<file path="src/design/npime_pkg.sv">
// ----------------------------------------------------------------------------
// npime_pkg: shared definitions for the NPI minimum-entropy distribution block
// Holds the default sizes, the fixed result field widths and the control
// store (microcode) of the sequencer.
// ----------------------------------------------------------------------------
`default_nettype none

package npime_pkg;

   // Default sizes of the block.
   localparam int MAX_CATEGORIES_DEF = 32;
   localparam int COUNT_BITS_DEF     = 16;

   // Fixed widths of the result fields.
   localparam int CAT_W      = 5;
   localparam int NUM_W      = 17;
   localparam int TOTAL_W    = 21;
   localparam int RSP_DATA_W = ((CAT_W + NUM_W + TOTAL_W + 7) / 8) * 8;
   localparam int RSP_PAD_W  = RSP_DATA_W - (CAT_W + NUM_W + TOTAL_W);

   // Microcode program counter width.
   localparam int UPC_W = 4;

   // Datapath operation selected by a control word.
   typedef enum logic [3:0] {
      OP_LOAD,
      OP_SETUP_START,
      OP_SETUP,
      OP_MASS,
      OP_PASS_START,
      OP_SCAN,
      OP_PICK,
      OP_UPDATE,
      OP_OUT_START,
      OP_OUT,
      OP_CLEAR
   } op_type;

   // Jump condition selected by a control word.
   typedef enum logic [2:0] {
      COND_NEXT,
      COND_ALWAYS,
      COND_LOAD_END,
      COND_IDX_END,
      COND_MASS_ZERO,
      COND_NOT_FOUND,
      COND_OUT_END
   } cond_type;

   // One control word: operation, jump condition, target, and whether the
   // sequencer holds its step when the condition is false.
   typedef struct packed {
      op_type           op;
      cond_type         cond;
      logic             stay;
      logic [UPC_W-1:0] target;
   } uword_type;

   // Program step addresses.
   localparam logic [UPC_W-1:0] UPC_LOAD        = 4'd0;
   localparam logic [UPC_W-1:0] UPC_SETUP_START = 4'd1;
   localparam logic [UPC_W-1:0] UPC_SETUP       = 4'd2;
   localparam logic [UPC_W-1:0] UPC_MASS        = 4'd3;
   localparam logic [UPC_W-1:0] UPC_PASS_START  = 4'd4;
   localparam logic [UPC_W-1:0] UPC_SCAN        = 4'd5;
   localparam logic [UPC_W-1:0] UPC_PICK        = 4'd6;
   localparam logic [UPC_W-1:0] UPC_UPDATE      = 4'd7;
   localparam logic [UPC_W-1:0] UPC_OUT_START   = 4'd8;
   localparam logic [UPC_W-1:0] UPC_OUT         = 4'd9;
   localparam logic [UPC_W-1:0] UPC_CLEAR       = 4'd10;

   // Control store. Unused addresses fall back to the load step.
   function automatic uword_type npime_ucode(input logic [UPC_W-1:0] pc);
      uword_type w;
      unique case (pc)
         UPC_LOAD:        w = '{OP_LOAD,        COND_LOAD_END,  1'b1, UPC_SETUP_START};
         UPC_SETUP_START: w = '{OP_SETUP_START, COND_NEXT,      1'b0, UPC_SETUP};
         UPC_SETUP:       w = '{OP_SETUP,       COND_IDX_END,   1'b1, UPC_MASS};
         UPC_MASS:        w = '{OP_MASS,        COND_NEXT,      1'b0, UPC_PASS_START};
         UPC_PASS_START:  w = '{OP_PASS_START,  COND_MASS_ZERO, 1'b0, UPC_OUT_START};
         UPC_SCAN:        w = '{OP_SCAN,        COND_IDX_END,   1'b1, UPC_PICK};
         UPC_PICK:        w = '{OP_PICK,        COND_NOT_FOUND, 1'b0, UPC_OUT_START};
         UPC_UPDATE:      w = '{OP_UPDATE,      COND_ALWAYS,    1'b0, UPC_PASS_START};
         UPC_OUT_START:   w = '{OP_OUT_START,   COND_NEXT,      1'b0, UPC_OUT};
         UPC_OUT:         w = '{OP_OUT,         COND_OUT_END,   1'b1, UPC_CLEAR};
         UPC_CLEAR:       w = '{OP_CLEAR,       COND_ALWAYS,    1'b0, UPC_LOAD};
         default:         w = '{OP_LOAD,        COND_ALWAYS,    1'b0, UPC_LOAD};
      endcase
      return w;
   endfunction

endpackage

`default_nettype wire

</file>
<file path="src/design/npime_ram.sv">
// ----------------------------------------------------------------------------
// npime_ram: generic single-write, single-read RAM
// One write port and one read port with registered read data.
// ----------------------------------------------------------------------------
`default_nettype none

module npime_ram #(
   parameter int WIDTH = 16,
   parameter int DEPTH = 32
) (
   input  wire logic                     clock,
   input  wire logic                     wr_en,
   input  wire logic [$clog2(DEPTH)-1:0] wr_addr,
   input  wire logic [WIDTH-1:0]         wr_data,
   input  wire logic [$clog2(DEPTH)-1:0] rd_addr,
   output logic      [WIDTH-1:0]         rd_data
);

   logic [WIDTH-1:0] mem [DEPTH];

   // Write port and registered read port.
   always_ff @(posedge clock) begin
      if (wr_en) begin
         mem[wr_addr] <= wr_data;
      end
      rd_data <= mem[rd_addr];
   end

endmodule

`default_nettype wire

</file>
<file path="src/design/npi_min_entropy_distribution_top.sv">
// ----------------------------------------------------------------------------
// npi_min_entropy_distribution_top: NPI minimum-entropy distribution
// Loads per-category counts, then hands out the probability mass greedily
// and streams one numerator per category together with the common total.
// ----------------------------------------------------------------------------
// Counts enter one request per cycle, in category order, the run closed by
// tlast (or by filling the last category slot). After the closing request
// the block stops taking requests and evaluates. It first sets up the lower
// bounds and the mass left over. Then come up to n greedy passes (every pass
// scans the lower-bound RAM one entry per cycle through its single read
// port), and a final check that the mass is used up. Results stream out
// one per category, with tlast on the last one, and wait while the receiver
// stalls. A result is numerator and total; probability is numerator
// divided by total. The next run may start loading while the final result
// still waits in the output register.
`default_nettype none

module npi_min_entropy_distribution_top
   import npime_pkg::*;
#(
   parameter int MAX_CATEGORIES = MAX_CATEGORIES_DEF,
   parameter int COUNT_BITS     = COUNT_BITS_DEF
) (
   input  wire logic                                   clock,
   input  wire logic                                   reset,
   // Request channel.
   input  wire logic                                   req_tvalid,
   output logic                                        req_tready,
   input  wire logic [((COUNT_BITS + 7) / 8) * 8-1:0]  req_tdata,  // [COUNT_BITS-1:0] count
   input  wire logic                                   req_tlast,  // last category
   // Result channel.
   output logic                                        rsp_tvalid,
   input  wire logic                                   rsp_tready,
   output logic      [RSP_DATA_W-1:0]                  rsp_tdata,  // category, numerator, total
   output logic                                        rsp_tlast   // result of last category
);

   localparam int IDX_W   = $clog2(MAX_CATEGORIES);
   localparam int TALLY_W = $clog2(MAX_CATEGORIES + 1);
   localparam int LOW_W   = COUNT_BITS + 1;
   localparam int TOT_W   = COUNT_BITS + $clog2(MAX_CATEGORIES);

   // Sequencer and control state.
   logic [UPC_W-1:0]          pc_ff, pc_in;
   uword_type                 ctrl;
   logic                      cond_hit;
   logic [TALLY_W-1:0]        tally_ff, tally_in;
   logic [TOT_W-1:0]          total_ff, total_in;
   logic [TOT_W-1:0]          rem_ff, rem_in;
   logic [MAX_CATEGORIES-1:0] elig_ff, elig_in;
   logic [IDX_W-1:0]          idx_ff, idx_in;
   logic                      found_ff, found_in;
   logic                      rsp_valid_ff, rsp_valid_in;

   // Datapath registers.
   logic [TOT_W-1:0]          sum_ff, sum_in;
   logic [IDX_W-1:0]          best_idx_ff, best_idx_in;
   logic [LOW_W-1:0]          best_val_ff, best_val_in;
   logic [CAT_W-1:0]          rsp_cat_ff, rsp_cat_in;
   logic [NUM_W-1:0]          rsp_num_ff, rsp_num_in;
   logic [TOTAL_W-1:0]        rsp_total_ff, rsp_total_in;
   logic                      rsp_last_ff, rsp_last_in;

   // RAM ports.
   logic                      cnt_we;
   logic [IDX_W-1:0]          cnt_waddr, cnt_raddr;
   logic [COUNT_BITS-1:0]     cnt_wdata, cnt_rdata;
   logic                      low_we;
   logic [IDX_W-1:0]          low_waddr, low_raddr;
   logic [LOW_W-1:0]          low_wdata, low_rdata;

   // Helper values.
   logic                      req_accept;
   logic                      rsp_accept;
   logic                      tally_full;
   logic [TALLY_W-1:0]        tally_m1;
   logic [IDX_W-1:0]          last_idx;
   logic                      idx_end;
   logic                      out_adv;
   logic [COUNT_BITS-1:0]     req_count;
   logic [LOW_W-1:0]          setup_lower;
   logic [LOW_W-1:0]          cnt_p1;
   logic [LOW_W-1:0]          upper;
   logic [LOW_W-1:0]          diff;

   npime_ram #(
      .WIDTH (COUNT_BITS),
      .DEPTH (MAX_CATEGORIES)
   ) u_count_ram (
      .clock   (clock),
      .wr_en   (cnt_we),
      .wr_addr (cnt_waddr),
      .wr_data (cnt_wdata),
      .rd_addr (cnt_raddr),
      .rd_data (cnt_rdata)
   );

   npime_ram #(
      .WIDTH (LOW_W),
      .DEPTH (MAX_CATEGORIES)
   ) u_lower_ram (
      .clock   (clock),
      .wr_en   (low_we),
      .wr_addr (low_waddr),
      .wr_data (low_wdata),
      .rd_addr (low_raddr),
      .rd_data (low_rdata)
   );

   // Control word fetch and handshake terms.
   assign ctrl       = npime_ucode(pc_ff);
   assign req_tready = (ctrl.op == OP_LOAD);
   assign req_accept = req_tvalid && req_tready;
   assign rsp_accept = rsp_valid_ff && rsp_tready;
   assign req_count  = req_tdata[COUNT_BITS-1:0];
   assign tally_full = (tally_ff == TALLY_W'(MAX_CATEGORIES - 1));
   assign tally_m1   = tally_ff - TALLY_W'(1);
   assign last_idx   = tally_m1[IDX_W-1:0];
   assign idx_end    = (idx_ff == last_idx);
   assign out_adv    = !rsp_valid_ff || rsp_tready;

   // Arithmetic of the setup and update steps.
   assign setup_lower = (cnt_rdata == '0) ? '0 : LOW_W'(cnt_rdata) - LOW_W'(1);
   assign cnt_p1      = LOW_W'(cnt_rdata) + LOW_W'(1);
   assign upper       = (TOT_W'(cnt_p1) > total_ff) ? total_ff[LOW_W-1:0] : cnt_p1;
   assign diff        = upper - best_val_ff;

   // Jump condition of the current control word.
   always_comb begin
      unique case (ctrl.cond)
         COND_NEXT:      cond_hit = 1'b0;
         COND_ALWAYS:    cond_hit = 1'b1;
         COND_LOAD_END:  cond_hit = req_accept && (req_tlast || tally_full);
         COND_IDX_END:   cond_hit = idx_end;
         COND_MASS_ZERO: cond_hit = (rem_ff == '0);
         COND_NOT_FOUND: cond_hit = !found_ff;
         COND_OUT_END:   cond_hit = out_adv && idx_end;
         default:        cond_hit = 1'b0;
      endcase
   end

   // Next step and datapath operation.
   always_comb begin
      if (cond_hit) begin
         pc_in = ctrl.target;
      end else if (ctrl.stay) begin
         pc_in = pc_ff;
      end else begin
         pc_in = pc_ff + UPC_W'(1);
      end

      tally_in     = tally_ff;
      total_in     = total_ff;
      rem_in       = rem_ff;
      elig_in      = elig_ff;
      idx_in       = idx_ff;
      found_in     = found_ff;
      sum_in       = sum_ff;
      best_idx_in  = best_idx_ff;
      best_val_in  = best_val_ff;
      rsp_cat_in   = rsp_cat_ff;
      rsp_num_in   = rsp_num_ff;
      rsp_total_in = rsp_total_ff;
      rsp_last_in  = rsp_last_ff;
      rsp_valid_in = rsp_accept ? 1'b0 : rsp_valid_ff;

      cnt_we    = 1'b0;
      cnt_waddr = tally_ff[IDX_W-1:0];
      cnt_wdata = req_count;
      cnt_raddr = idx_ff;
      low_we    = 1'b0;
      low_waddr = idx_ff;
      low_wdata = setup_lower;
      low_raddr = idx_ff;

      unique case (ctrl.op)
         // Store the count and add it to the total.
         OP_LOAD: begin
            if (req_accept) begin
               cnt_we   = 1'b1;
               tally_in = tally_ff + TALLY_W'(1);
               total_in = total_ff + TOT_W'(req_count);
            end
         end
         OP_SETUP_START: begin
            idx_in    = '0;
            sum_in    = '0;
            cnt_raddr = '0;
         end
         // Lower bound per category, summed up.
         OP_SETUP: begin
            low_we    = 1'b1;
            sum_in    = sum_ff + TOT_W'(setup_lower);
            idx_in    = idx_ff + IDX_W'(1);
            cnt_raddr = idx_ff + IDX_W'(1);
         end
         OP_MASS: begin
            rem_in = (total_ff > sum_ff) ? total_ff - sum_ff : '0;
         end
         OP_PASS_START: begin
            idx_in    = '0;
            found_in  = 1'b0;
            low_raddr = '0;
         end
         // Largest lower value among eligible categories, first on ties.
         OP_SCAN: begin
            if (elig_ff[idx_ff] && (!found_ff || low_rdata > best_val_ff)) begin
               found_in    = 1'b1;
               best_idx_in = idx_ff;
               best_val_in = low_rdata;
            end
            idx_in    = idx_ff + IDX_W'(1);
            low_raddr = idx_ff + IDX_W'(1);
         end
         OP_PICK: begin
            cnt_raddr = best_idx_ff;
         end
         // Raise the chosen category to its upper bound or by the mass left.
         OP_UPDATE: begin
            low_we    = 1'b1;
            low_waddr = best_idx_ff;
            if (TOT_W'(diff) < rem_ff) begin
               low_wdata            = upper;
               elig_in[best_idx_ff] = 1'b0;
               rem_in               = rem_ff - TOT_W'(diff);
            end else begin
               low_wdata = best_val_ff + rem_ff[LOW_W-1:0];
               rem_in    = '0;
            end
         end
         OP_OUT_START: begin
            idx_in    = '0;
            low_raddr = '0;
         end
         // Move one result into the output register when it is free.
         OP_OUT: begin
            if (out_adv) begin
               rsp_valid_in = 1'b1;
               rsp_cat_in   = CAT_W'(idx_ff);
               rsp_num_in   = NUM_W'(low_rdata);
               rsp_total_in = TOTAL_W'(total_ff);
               rsp_last_in  = idx_end;
               idx_in       = idx_ff + IDX_W'(1);
               low_raddr    = idx_ff + IDX_W'(1);
            end
         end
         OP_CLEAR: begin
            tally_in = '0;
            total_in = '0;
            rem_in   = '0;
            elig_in  = '1;
         end
         default: begin
            pc_in = UPC_LOAD;
         end
      endcase
   end

   // State and output registers.
   always_ff @(posedge clock) begin
      if (reset) begin
         pc_ff        <= UPC_LOAD;
         tally_ff     <= '0;
         total_ff     <= '0;
         rem_ff       <= '0;
         elig_ff      <= '1;
         idx_ff       <= '0;
         found_ff     <= 1'b0;
         rsp_valid_ff <= 1'b0;
      end else begin
         pc_ff        <= pc_in;
         tally_ff     <= tally_in;
         total_ff     <= total_in;
         rem_ff       <= rem_in;
         elig_ff      <= elig_in;
         idx_ff       <= idx_in;
         found_ff     <= found_in;
         rsp_valid_ff <= rsp_valid_in;
      end
      sum_ff       <= sum_in;
      best_idx_ff  <= best_idx_in;
      best_val_ff  <= best_val_in;
      rsp_cat_ff   <= rsp_cat_in;
      rsp_num_ff   <= rsp_num_in;
      rsp_total_ff <= rsp_total_in;
      rsp_last_ff  <= rsp_last_in;
   end

   // Result channel.
   assign rsp_tvalid = rsp_valid_ff;
   assign rsp_tlast  = rsp_last_ff;
   assign rsp_tdata  = {{RSP_PAD_W{1'b0}}, rsp_total_ff, rsp_num_ff, rsp_cat_ff};

endmodule

`default_nettype wire
</file>
<file path="config.mk">
export PLATFORM = sky130hd
export DESIGN_NAME = npi_min_entropy_distribution_top
export DESIGN_NICKNAME = d
export VERILOG_FILES = /design/src/design/npime_pkg.sv /design/src/design/npime_ram.sv /design/src/design/npi_min_entropy_distribution_top.sv
export SDC_FILE = /design/constraint.sdc
export NUM_CORES = 2
export LEC_CHECK = 0
export ABC_CLOCK_PERIOD_IN_PS = 12300
export BUFFER_PORTS_ARGS = -buffer_cell sky130_fd_sc_hd__buf_2
export CAP_MARGIN = 20
export CORE_UTILIZATION = 35
export CTS_CLUSTER_SIZE = 30
export DETAILED_ROUTE_END_ITERATION = 6
export HOLD_SLACK_MARGIN = 0.12
export PLACE_DENSITY = 0.51
export SETUP_SLACK_MARGIN = 0.4
export SYNTH_ARGS = -nofsm -noshare
export SYNTH_HDL_FRONTEND = slang
export SYNTH_SLANG_ARGS = --single-unit
</file>
<file path="constraint.sdc">
create_clock -name clock -period 12.3 [get_ports clock]
set_input_delay 1.23 -clock clock [delete_from_list [all_inputs] [get_ports clock]]
set_output_delay 1.23 -clock clock [all_outputs]
set_load 0.05 [all_outputs]
</file>
==> impl_summary.txt <==
----------------------------------------------------
[Worst setup path]
  FF-to-FF path depth ... 35
  Highest cell delay on the worst timing path ... approximately 0.87 ns
  Crit path DAT ... ~9.9 ns
  Library cell appearing most often on the critical path ... o21ai_0
  CP endpoint kind ... register
  Type of origin of the critical path ... register
  Max FO, Critical Path ... 32
  Crit path required time ... approximately 13 ns
  Slowest stage cell on the critical path ... a221o_1
  Setup Crit Path Kind ... reg -> reg

[GRT]
  Initial antenna violation count ... 3
  Vias in the first global route ... 31.3k
  Residual overflow from global routing ... 0
  Pin count of the biggest net entering global routing ... 128
  First-pass GRT wire length ... around 220000 um
  Global router's overall resource usage ... a little under a fifth

[Power]
  Internal power summed over all cells ... around 9.8 mW
  Combinational share of power ... a little under two fifths
  Standby leakage power ... between 20 and 25 nW
  Peak supply drop ... 0.000304 V
  Clock group share of total power ... a little over a quarter
  Switch share ... a little over a third
  Sequential group share of total power ... 36.4%
  P per Cell Area ... around 240 mW/mm2
  Switching power of the nets ... 5.42 mW

[STA]
  Fin. Hold Viols ... 0
  Final min period ... 9.46 ns
  Setup repair after global routing missed its margin ... false
  Count of final setup violators ... 0
  Tightest Pin Transition ... 1.14 ns
  Period Utilization, post-route ... 76.9%
  Number of max-slew violations in the final report ... 0
  Final worst clock skew ... around 0.035 ns
  Worst relative slew slack ... between 20% and 30%
  Fmax ... approximately 110 MHz
  Total negative slack ... 0 ns

[Floorplan]
  Top-level I/O count ... 72
  Initial core utilization ... around 35%
  Overall die area ... ~0.16 mm2
  Die Span Y ... between 400 and 500 um
  Core ar. ... between 0.15 and 0.2 mm2
  Site Rows ... 146
  Chip width ... around 400 um

[Clocking]
  Maximum clock insertion buffer count ... 3
  Total setup buffers inserted after CTS ... 0
  PostCTS Resize Cnt ... 0
  Clk_lat worst skew ... 0.79 ns
  Post-CTS Hold Buffers ... 0
  CTS tree ... built
  Num CTS Buffers ... around 140
  Count of H-tree levels built during CTS ... 4
  Root buffer selected by CTS ... clkbuf_16
  Clock input transition at the sequential cells of the worst setup and hold paths ... 0.07 ns
  Clock Sinks ... between 1k and 1.5k

[Finish]
  # fillers ... 14.5k
  Post-route insts no fill ... approximately 5.9k
  Footprint of the multi-input gates ... 0.0185 mm2
  Area grow syn2layout ... 14.5%
  FF/Latch Area ... roughly 0.037 mm2
  Nets ... about 3.9k
  Share of cells above drive strength 1 ... between 20% and 30%

[Drt]
  Drt first-iter violations ... about 3.1k
  Count of unresolved DRC violations after routing ... 2
  Post-route ant nets ... 0
  Total wirelength of the detailed-routed design ... 155000 um
  Vias after detailed routing ... around 32k
  Vias/cell ... 5.42
  Number of search-and-repair iterations in the first detailed-routing pass ... 7
  Routed wire per std cell ... 26.3 um

[Logic synthesis]
  Number of warning messages in the yosys log ... 0
  Avg Synthesized Cell Area ... ~16 um2
  Prevailing post-synth register cell ... edfxtp_1
  Yosys cell types ... 82
  Sequential element share of the synthesized area ... between 60 and 70%
  Cell area after synthesis ... around 0.056 mm2
  EDFF count, synth ... approximately 1.1k
  Cells after Synth ... 3553
  Share of flip-flops with an asynchronous set or reset after synthesis ... 0%
  Register bit total from synthesis ... ~1.3k

[Hold path]
  Number of cells on the worst hold path ... 2
  Type of the most critical hold path ... reg -> reg

[Placement]
  Placer Congestion ... roughly 0.9
  Number of placed instances with taps included ... 5614
  HPWL reported at the end of detailed placement ... ~95000 um
  Port bufs ... 66

[Run status]
  Violated checks ... design-rule violations
  Outcome ... finished, violations left

[Run]
  Reported max-cap violation count ... 0

----------------------------------------------------
worst max-delay path: cells and delay by family, from the launching register on:
| family | cells | cell delay [ns] |
|---|---|---|
| flops | 1 | 0.49 |
| xor+xnor | 2 | 0.34 |
| compound gates | 16 | 4.48 |
| buf+inv | 1 | 0.24 |
| fa+ha+maj | 3 | 0.89 |
| simple gates | 13 | 2.60 |
power by group through the flow:
stage	clock, mW	combinational, mW	sequential (mW)
global route	4.25	6.20	5.58
detailed placement	0	5.69	5.65
CTS	4.09	5.71	5.55
finish	4.00	5.70	5.55
global placement	0	5.66	5.64
floorplan	0	4.00	5.49
placed cells by master, fill, tap and decap left out, types with 30 or more instances in the layout:
cell | synthesis | layout
nand3_1 | 59 | 59
buf_2 | 13 | 66
nor2_2 | 0 | 31
ha_1 | 151 | 151
edfxtp_1 | 1143 | 1143
xnor2_1 | 72 | 72
o211ai_1 | 41 | 41
nor2_4 | 0 | 32
inv_1 | 109 | 109
nor2_1 | 218 | 155
mux2_2 | 82 | 82
o31ai_1 | 31 | 30
o21ai_0 | 173 | 165
buf_4 | 7 | 75
clkbuf_1 | 110 | 35
nor3_1 | 60 | 59
mux4_2 | 274 | 274
xor2_1 | 43 | 43
nand2_1 | 224 | 224
a21o_1 | 31 | 31
dfxtp_1 | 135 | 135
a21oi_1 | 122 | 115
clkbuf_16 | 0 | 141
mux2i_1 | 74 | 74
synth_stat cells, types with 10 or more instances:
library cell	number	area share, %
nand2b_1	29	0.32
a22oi_1	10	0.13
o21bai_1	11	0.15
nor2_1	218	1.5
nand3b_1	10	0.13
nand2_1	224	1.5
nand3_1	59	0.53
nor4_1	14	0.16
a21boi_0	10	0.13
mux4_2	274	11
dfxtp_1	135	4.8
edfxtp_1	1143	61
nor3_1	60	0.54
ha_1	151	3.4
a211oi_1	19	0.25
inv_1	109	0.73
nor2b_1	23	0.26
a31oi_1	15	0.17
and3_1	15	0.17
a21oi_1	122	1.1
nand4_1	16	0.18
xor2_1	43	0.67
xnor2_1	72	1.1
a21o_1	31	0.42
o31ai_1	31	0.42
mux2i_1	74	1.3
buf_1	37	0.25
or3_1	11	0.12
o41ai_1	13	0.20
clkbuf_1	110	0.74
buf_2	13	0.12
o21a_1	20	0.27
mux2_2	82	1.6
o21ai_0	173	1.5
o211ai_1	41	0.55
registers in the layout, indices dropped and copies added, names as in the netlist, 5 cells and up:
name / cells
rsp_num_ff: 17
rsp_cat_ff: 5
best_val_ff: 17
ctrl: 11
elig_ff: 32
rsp_total_ff: 21
u_lower_ram.mem: 544
u_count_ram.mem: 512
best_idx_ff: 5
u_count_ram.rd_data: 16
tally_ff: 6
total_ff: 21
u_lower_ram.rd_data: 17
sum_ff: 21
idx_ff: 5
rem_ff: 21
through the flow:
step	setup slack (ns)	hold slack, ns	power [mW]	cell area (um2)	util [%]
6_report	2.84	0.453	15.3	64200	40.5
5_1_grt	1.98	0.472	16.0	64100	40.5
4_1_cts	2.99	0.452	15.4	64000	40.3
3_5_place_dp	2.98	0.442	11.3	59600	37.6
3_3_place_gp	2.87	0.435	11.3	59500	37.5
2_1_floorplan	3.14	0.426	9.49	56000	-
final timing paths:
path,startpoint,end,slack [ns]
worst min register to register,elig_ff[16],elig_ff[16],0.45
worst max register to register,u_count_ram.rd_data[2],u_lower_ram.mem[16][13],2.84
worst max-delay path,u_count_ram.rd_data[2],u_lower_ram.mem[16][13],2.84
worst min-delay path,elig_ff[16],elig_ff[16],0.45
layout make-up:
class,count,share of cell area [%]
clock inverter,65,0.868
sequential,1278,57.7
tap,2072,4.04
antenna,2,0.00780
timing repair buffer,164,2.06
inverter,109,0.638
clock buffer,186,5.88
multi-input combinational,2000,28.8
cell families (layout without fill, tap and decap cells):
kind of cell               after synthesis  after routing  synth area share (%)
other                                    1              8               0.00669
and+or+nand+nor                        720            720                  5.92
adders and majority gates              157            157                  3.59
AOI/OAI and AO/OA                      569            569                  6.50
muxes                                  431            431                  14.0
buffers and inverters                  280            524                  2.01
DFF                                   1278           1278                  66.1
xor gates and xnor gates               117            117                  1.88
metal layers:
layer | vias up | track usage, % | share of wire (%)
met1 | 16501 | 28.2 | 48
met3 | 185 | 3.00 | 4.9
met4 | 0 | 5.14 | 2.3
met2 | 871 | 28.6 | 45
met5 | - | 0 | 0
li1 | 14270 | - | -
Power figures use the tool's default switching activity.
